`src/hdl/spsm_pkg.sv`:
```
// Shared types, constants and helpers for the stream pattern search/match unit.
// No dependencies.
`timescale 1ns / 1ps

package spsm_pkg;

  localparam int unsigned CharW     = 16;
  localparam int unsigned NumPatChr = 16;
  localparam int unsigned CfgIdxW   = 3;
  localparam int unsigned CfgDataW  = 64;
  localparam int unsigned LenW      = 5;

  localparam logic [LenW-1:0] CntSat = 5'd17;

  localparam logic [CharW-1:0] AsciiUpperA = 16'h0041;
  localparam logic [CharW-1:0] AsciiUpperZ = 16'h005A;
  localparam logic [CharW-1:0] AsciiCaseOfs = 16'h0020;

  localparam logic [CfgIdxW-1:0] RegCaseIns  = 3'd0;
  localparam logic [CfgIdxW-1:0] RegWhole    = 3'd1;
  localparam logic [CfgIdxW-1:0] RegPatLen   = 3'd2;
  localparam logic [CfgIdxW-1:0] RegPatWord0 = 3'd3;
  localparam logic [CfgIdxW-1:0] RegPatWord1 = 3'd4;
  localparam logic [CfgIdxW-1:0] RegPatWord2 = 3'd5;
  localparam logic [CfgIdxW-1:0] RegPatWord3 = 3'd6;

  typedef struct packed {
    logic [CharW-1:0] char_code;
    logic             last_char;
  } in_t;

  typedef struct packed {
    logic verdict;
    logic final_res;
  } out_t;

  typedef struct packed {
    logic                            case_insensitive;
    logic                            whole_match;
    logic [LenW-1:0]                 pattern_length;
    logic [NumPatChr-1:0][CharW-1:0] pattern;
  } cfg_t;

  function automatic logic [CharW-1:0] fold_char(logic [CharW-1:0] c, logic ci);
    if (ci && (c >= AsciiUpperA) && (c <= AsciiUpperZ)) begin
      return c + AsciiCaseOfs;
    end
    return c;
  endfunction

endpackage

```
`src/hdl/spsm_core.sv`:
```
// Match core: character window, stream counter and flags, and combinational pattern compare.
// Depends on spsm_pkg.
`timescale 1ns / 1ps

module spsm_core #(
  parameter int unsigned MAX_PATTERN = 16
) (
  input  logic          clk_i,
  input  logic          rst_ni,
  input  spsm_pkg::cfg_t cfg_i,
  input  logic          accept_i,
  input  spsm_pkg::in_t  in_i,
  output spsm_pkg::out_t res_o
);
  import spsm_pkg::*;

  localparam int unsigned WinDepth = (MAX_PATTERN > 1) ? MAX_PATTERN - 1 : 1;
  localparam int unsigned IdxW     = (MAX_PATTERN > 1) ? $clog2(MAX_PATTERN) : 1;
  localparam logic [LenW-1:0] MaxLen = LenW'(MAX_PATTERN);

  logic [CharW-1:0] recent_q [WinDepth];
  logic [LenW-1:0]  cnt_q, cnt_d;
  logic             found_q, found_d;
  logic             mism_q, mism_d;

  logic [CharW-1:0] wnd [MAX_PATTERN];
  logic [MAX_PATTERN-1:0] ok;
  logic [LenW-1:0]  len;
  logic [LenW-1:0]  cnt_new;
  logic [CharW-1:0] c_fold;
  logic             hit;
  logic             verdict;

  always_comb begin
    wnd[0] = in_i.char_code;
    for (int k = 1; k < MAX_PATTERN; k++) begin
      wnd[k] = recent_q[k-1];
    end
  end

  always_comb begin
    logic             en;
    logic [LenW-1:0]  sel;
    len     = (cfg_i.pattern_length > MaxLen) ? MaxLen : cfg_i.pattern_length;
    cnt_new = (cnt_q < CntSat) ? cnt_q + 5'd1 : CntSat;
    c_fold  = fold_char(in_i.char_code, cfg_i.case_insensitive);
    for (int i = 0; i < MAX_PATTERN; i++) begin
      en    = LenW'(i) < len;
      sel   = len - LenW'(i) - 5'd1;
      ok[i] = !en || (fold_char(cfg_i.pattern[i], cfg_i.case_insensitive) ==
                      fold_char(wnd[sel[IdxW-1:0]], cfg_i.case_insensitive));
    end
    hit = &ok;

    found_d = found_q;
    mism_d  = mism_q;
    if (cfg_i.whole_match) begin
      if ((cnt_q >= len) ||
          (fold_char(cfg_i.pattern[cnt_q[3:0]], cfg_i.case_insensitive) != c_fold)) begin
        mism_d = 1'b1;
      end
      verdict = !mism_d && (!in_i.last_char || (cnt_new == len));
    end else begin
      if ((cnt_new >= len) && hit) begin
        found_d = 1'b1;
      end
      verdict = found_d;
    end

    cnt_d = cnt_new;
    if (in_i.last_char) begin
      cnt_d   = '0;
      found_d = 1'b0;
      mism_d  = 1'b0;
    end
  end

  assign res_o.verdict   = verdict;
  assign res_o.final_res = in_i.last_char;

  // window holds raw characters; entries older than the stream are never compared
  always_ff @(posedge clk_i) begin
    if (accept_i) begin
      recent_q[0] <= in_i.char_code;
      for (int k = 1; k < WinDepth; k++) begin
        recent_q[k] <= recent_q[k-1];
      end
    end
  end

  always_ff @(posedge clk_i or negedge rst_ni) begin
    if (!rst_ni) begin
      cnt_q   <= '0;
      found_q <= 1'b0;
      mism_q  <= 1'b0;
    end else if (accept_i) begin
      cnt_q   <= cnt_d;
      found_q <= found_d;
      mism_q  <= mism_d;
    end
  end

  a_cnt_bounded: assert property (@(posedge clk_i) disable iff (!rst_ni)
    cnt_q <= CntSat)
    else $error("character count beyond saturation");

  a_last_clears: assert property (@(posedge clk_i) disable iff (!rst_ni)
    accept_i && in_i.last_char |=> (cnt_q == '0) && !found_q && !mism_q)
    else $error("stream state not cleared after last character");

endmodule

```
`src/hdl/spsm_skid.sv`:
```
// Two-entry output buffer: result register plus skid register.
// Depends on spsm_pkg.
`timescale 1ns / 1ps

module spsm_skid (
  input  logic           clk_i,
  input  logic           rst_ni,
  input  logic           push_i,
  input  spsm_pkg::out_t push_data_i,
  output logic           full_o,
  output logic           out_valid_o,
  input  logic           out_stall_i,
  output spsm_pkg::out_t out_data_o
);
  import spsm_pkg::*;

  out_t main_q, skid_q;
  logic main_vld_q, skid_vld_q;
  logic pop;

  assign pop = main_vld_q && !out_stall_i;

  always_ff @(posedge clk_i or negedge rst_ni) begin
    if (!rst_ni) begin
      main_vld_q <= 1'b0;
      skid_vld_q <= 1'b0;
    end else if (main_vld_q && !pop) begin
      if (push_i) begin
        skid_vld_q <= 1'b1;
      end
    end else if (skid_vld_q) begin
      main_vld_q <= 1'b1;
      skid_vld_q <= push_i;
    end else begin
      main_vld_q <= push_i;
    end
  end

  always_ff @(posedge clk_i) begin
    if (main_vld_q && !pop) begin
      if (push_i) begin
        skid_q <= push_data_i;
      end
    end else if (skid_vld_q) begin
      main_q <= skid_q;
      if (push_i) begin
        skid_q <= push_data_i;
      end
    end else if (push_i) begin
      main_q <= push_data_i;
    end
  end

  assign full_o      = skid_vld_q;
  assign out_valid_o = main_vld_q;
  assign out_data_o  = main_q;

  a_skid_behind_main: assert property (@(posedge clk_i) disable iff (!rst_ni)
    skid_vld_q |-> main_vld_q)
    else $error("skid entry held without result entry");

  a_no_push_when_full: assert property (@(posedge clk_i) disable iff (!rst_ni)
    push_i |-> !skid_vld_q)
    else $error("transaction pushed into full buffer");

endmodule

```
`src/hdl/stream_pattern_search_match_unit.sv`:
```
// Top level of the stream pattern search/match unit: config registers, core, output buffer.
// Depends on spsm_pkg, spsm_core, spsm_skid.
//
//   channel | direction | handshake            | payload
//   in      | input     | in_valid_i/in_stall_o  | in_data_i   (char_code, last_char)
//   out     | output    | out_valid_o/out_stall_i| out_data_o  (verdict, final_res)
//   cfg     | input     | cfg_we_i               | cfg_idx_i, cfg_data_i
//
// One transaction per cycle while in_stall_o is low; a result is registered in the output buffer.
// The compare over the whole character window completes in the accepting cycle.
// A two-entry output buffer keeps input flowing while the output is stalled;
// in_stall_o rises only when both entries are occupied.
// Reset clears config registers and stream state; no clearing pass.
`timescale 1ns / 1ps

module stream_pattern_search_match_unit #(
  parameter int unsigned MAX_PATTERN = 16
) (
  input  logic                              clk_i,
  input  logic                              rst_ni,
  input  logic                              in_valid_i,
  output logic                              in_stall_o,
  input  spsm_pkg::in_t                     in_data_i,
  output logic                              out_valid_o,
  input  logic                              out_stall_i,
  output spsm_pkg::out_t                    out_data_o,
  input  logic                              cfg_we_i,
  input  logic [spsm_pkg::CfgIdxW-1:0]      cfg_idx_i,
  input  logic [spsm_pkg::CfgDataW-1:0]     cfg_data_i
);
  import spsm_pkg::*;

  logic                       case_ins_q;
  logic                       whole_q;
  logic [LenW-1:0]            pat_len_q;
  logic [3:0][CfgDataW-1:0]   pat_words_q;

  cfg_t cfg;
  out_t res;
  logic accept;
  logic full;

  always_ff @(posedge clk_i or negedge rst_ni) begin
    if (!rst_ni) begin
      case_ins_q  <= 1'b0;
      whole_q     <= 1'b0;
      pat_len_q   <= '0;
      pat_words_q <= '0;
    end else if (cfg_we_i) begin
      unique case (cfg_idx_i)
        RegCaseIns:  case_ins_q     <= cfg_data_i[0];
        RegWhole:    whole_q        <= cfg_data_i[0];
        RegPatLen:   pat_len_q      <= cfg_data_i[LenW-1:0];
        RegPatWord0: pat_words_q[0] <= cfg_data_i;
        RegPatWord1: pat_words_q[1] <= cfg_data_i;
        RegPatWord2: pat_words_q[2] <= cfg_data_i;
        RegPatWord3: pat_words_q[3] <= cfg_data_i;
        default: ;
      endcase
    end
  end

  assign cfg.case_insensitive = case_ins_q;
  assign cfg.whole_match      = whole_q;
  assign cfg.pattern_length   = pat_len_q;
  assign cfg.pattern          = pat_words_q;

  assign in_stall_o = full;
  assign accept     = in_valid_i && !full;

  spsm_core #(
    .MAX_PATTERN(MAX_PATTERN)
  ) u_core (
    .clk_i   (clk_i),
    .rst_ni  (rst_ni),
    .cfg_i   (cfg),
    .accept_i(accept),
    .in_i    (in_data_i),
    .res_o   (res)
  );

  spsm_skid u_skid (
    .clk_i      (clk_i),
    .rst_ni     (rst_ni),
    .push_i     (accept),
    .push_data_i(res),
    .full_o     (full),
    .out_valid_o(out_valid_o),
    .out_stall_i(out_stall_i),
    .out_data_o (out_data_o)
  );

endmodule
```
`config.mk`:
```
export PLATFORM = sky130hd
export DESIGN_NAME = stream_pattern_search_match_unit
export DESIGN_NICKNAME = d
export VERILOG_FILES = /design/src/hdl/spsm_pkg.sv /design/src/hdl/spsm_core.sv /design/src/hdl/spsm_skid.sv /design/src/hdl/stream_pattern_search_match_unit.sv
export SDC_FILE = /design/constraint.sdc
export NUM_CORES = 2
export LEC_CHECK = 0
export ABC_AREA = 1
export BUFFER_PORTS_ARGS = -buffer_cell sky130_fd_sc_hd__buf_2
export CORE_AREA = 2 2 419 421
export CTS_BUF_LIST = sky130_fd_sc_hd__clkbuf_8 sky130_fd_sc_hd__clkbuf_16
export CTS_CLUSTER_DIAMETER = 50
export DETAILED_ROUTE_END_ITERATION = 8
export DIE_AREA = 0 0 421 423
export GPL_TIMING_DRIVEN = 0
export MAX_ROUTING_LAYER = met4
export REMOVE_ABC_BUFFERS = 1
export SYNTH_ARGS = -nofsm -noshare
export SYNTH_HDL_FRONTEND = slang
export SYNTH_SLANG_ARGS = --single-unit
```
`constraint.sdc`:
```
create_clock -name clk_i -period 13.6 [get_ports clk_i]
set_input_delay 2.04 -clock clk_i [delete_from_list [all_inputs] [get_ports clk_i]]
set_output_delay 2.04 -clock clk_i [all_outputs]
set_load 0.01 [all_outputs]
```
==> results.ini <==
[status]
outcome=finished, violations left
violations=capacitance limit, slew limit

[critical_path]
cp_max_fo=44
cell_depth_of_the_worst_flop_to_flop_path=22
end_kind=register
critPathRequiredTime_ns=14.20
r2r_setup_slack_ns=5.61
critical_setup_path_kind=register to register
critPathLaunchType=register
timing.rr.end=u_skid.out_data_o[1]
reg2reg_from=pat_len_q[4]
data_arrival_time_of_the_critical_path_ns=8.59

[timing]
slew_headroom=-0.00662
worst_slew_pin_slew_ns=1.50
final-max-slew-violation-count=53
timing.fmax_mhz=125
final-setup-viol-count=0
finalHoldViolCount=0
rsz0062_at_grt=no
final_worst_path_period_need_ns=7.99
timing.clock.skew_ns=0.0320
min_period_over_period=0.587
fin_tns_setup_ns=0

[clock_tree]
clock_insertion_delay_worst_skew_ns=0.73
cts_tree=yes
clockBufferDepth=3
clock-root-buffer=clkbuf_16
cts_hold_buffers=0
clock_sinks=516
post_cts_buffers=0
clk_pin_slew_ns=0.06
cts_repair_resize_count=0
cts_buffers=90
htree_levels=3

[floorplanning]
floorplan.core_area_um2=173000
top_level_ports=93
floorplan.initialDensity=0.249
die_area_um2=178000
num_rows=153
die_w_um=421
die_outline_height_um=423

[synthesis]
synth.ff_latch_count=516
yosysUniqueCellTypes=64
yosysTopAreaCellShare=0.197
post_synth_main_area_contributors=nand3_1 20%, nand2_1 18%, edfxtp_1 17%, dfrtp_1 16%, o21ai_0 4.6%
yosys_warnings=0
synth_ff_type=dfrtp_1
synthesis.area_per_instance_um2=6.48
most_area_hungry_cell_type_in_the_yosys_netlist=nand3_1
mappedNetlistArea_um2=43200
postSynth.asyncResetShare=0.527
synth_edf_count=244
synth-seq-area-share=0.327
synthesized_instance_count=6666

[global_route]
grt_first_pass_wirelength_um=326000
gr-total-overflow=0
grt_antenna_before_repair=11
pin_count_of_the_biggest_net_entering_global_routing=145
first_global_vias=43631
track_usage=0.261

[detailed_routing]
dr_total_vias=48847
detail_route.wirelength_um=234000
drtIter0Drc=6962
drt_pass1_iterations=8
route.detailed.vias_per_inst=5.46
post_dr_wirelength_cell_um=26.2
antenna_violating_nets_post_route=0
remaining_drc_errors=0

[hold_path]
hold_path_class=register to register
worst_hold_path.endpoint=u_core.recent_q[0][92]
worstHoldStart=u_core.recent_q[0][76]
holdPathStages=0

[flow_run]
max-cap-violations=2

[layout]
area_growth_syn_to_layout_pct=14.6
layoutNonFillerInstCount=8949
drive_gt1_frac=0.0626
nNetsFinal=6676

[placement]
io_buffers=92
detailedPlacementHpwl_um=178000
place.detailed.instances=8771
routabilityCongestion=1.04

[power_and_ir_drop]
seq_power_share=0.204
powerDensity_nw_per_um2=223
comb_power_share=0.585
switch_share=0.552
power.switching_mw=6.10
worst_ir_drop_vdd_v=0.000119
leakage_nw=23.2
pwr-share-clk=0.211
internal_power_mw=4.95

worst max-delay path: stages, from the launching register on:
cell and delay, ns:
dfrtp_1 0.86, inv_4 0.17, nand2_4 0.84, inv_2 0.84, nand2_2 0.31, o21ai_4 0.25, a21oi_4 0.76, inv_2 0.71
nand3_1 0.28, nand2_1 0.29, xor2_1 0.23, or2_2 0.33, nor4_1 0.83, nand4_1 0.19, nand2_1 0.10, nand2_1 0.05
nand2_1 0.08, nand3_1 0.14, o21ai_1 0.17, nand2_1 0.11, nand2_2 0.08, nand2_1 0.06, nand2_1 0.06
cell usage after synthesis, types with 9 or more instances:
cell          n
buf_4        22
clkbuf_1    146
nor2_1      288
nand2_2      13
buf_2       131
a21oi_1     119
nand4_1      64
xor2_1      154
inv_1       482
inv_2        16
nor3_1       30
ha_1         47
o21ai_0     400
nand2_1    2102
edfxtp_1    244
nor2_2       18
dfrtp_1     272
buf_1        59
o21ai_1      21
xnor2_1      57
nand3_1    1698
buf_6        17
nand3b_1     57
and2_1        9
o2111ai_1    17
o221ai_1      9
nor4_1       69
o211ai_1     14
how the worst max path moves through the flow:
stage	endpoint	start	slack (ns)	cells past startpoint
floorplan	u_core.mism_q	in_valid_i	-0.08	5
global placement	u_skid.out_data_o[1]	pat_len_q[0]	-10.73	27
detailed placement	u_skid.out_data_o[1]	pat_len_q[4]	5.61	25
CTS	u_skid.out_data_o[1]	pat_len_q[4]	5.56	25
global route	u_skid.out_data_o[1]	pat_len_q[0]	5.38	28
finish	u_skid.out_data_o[1]	pat_len_q[4]	5.61	22
power groups by stage:
stage	registers (mW)	clock network, mW	logic, mW
detailed placement	2.25	0	6.21
CTS	2.22	2.36	6.23
global route	2.26	2.42	6.87
global placement	2.33	0	6.02
finish	2.25	2.33	6.47
floorplan	2.11	0	3.60
per-stage QoR:
stage | cell area (µm²) | setup slack [ns] | power (mW) | hold WS [ns] | util
finish | 49500 | 5.61 | 11.0 | 0.444 | 0.285
global route | 49400 | 5.38 | 11.6 | 0.460 | 0.285
CTS | 49400 | 5.56 | 10.8 | 0.446 | 0.285
detailed placement | 46400 | 5.61 | 8.46 | 0.432 | 0.268
global placement | 44800 | -10.73 | 8.35 | 0.433 | 0.258
floorplan | 41400 | -0.0832 | 5.70 | 0.426 | -
layout make-up:
cell class / count / area (µm²)
flip-flops and latches: 516 / 14100
repair buffers: 157 / 1900
well taps: 2325 / 2910
multi-input cells: 5275 / 25600
clock inverters: 71 / 642
diodes: 7 / 17.5
fillers: 19053 / 124000
inverters: 500 / 1900
clock buffers: 98 / 2380
cell families after synthesis:
kind of cell	after synthesis	share of synthesized area
fa+ha+maj	47	0.0136
compound gates	637	0.0812
xor+xnor	213	0.0436
flops	516	0.327
simple gates	4378	0.449
buf+inv	875	0.0848
metal layers:
layer	GRT usage	vias to the layer above	routed length [µm]
met2	0.375	2826	98100
met5	-	-	0
met3	0.0661	428	26100
met4	0.116	0	11200
met1	0.343	23375	98700
li1	-	22218	-
flip-flops by register name (all words and copies together) (netlist names):
name,count
case_ins_q,1
cfg,256
pat_len_q,5
u_core.cnt_q,5
u_core.found_q,1
u_core.mism_q,1
u_core.recent_q,240
u_skid.full_o,1
u_skid.out_data_o,2
u_skid.out_valid_o,1
u_skid.skid_q,2
whole_q,1
layout by cell type, fill, tap and decap left out, drive strengths merged, types with 20 or more instances in the layout:
cell type	instances
nand3b	57
nand2	2121
xnor2	58
nor2	310
dfrtp	272
buf	157
inv	541
a21oi	121
nand3	1699
nor3	31
nand4	64
xor2	155
nor4	69
o21ai	423
ha	47
clkbuf	98
clkinv	20
edfxtp	244
Note: power is estimated with default switching activity, not from simulation.
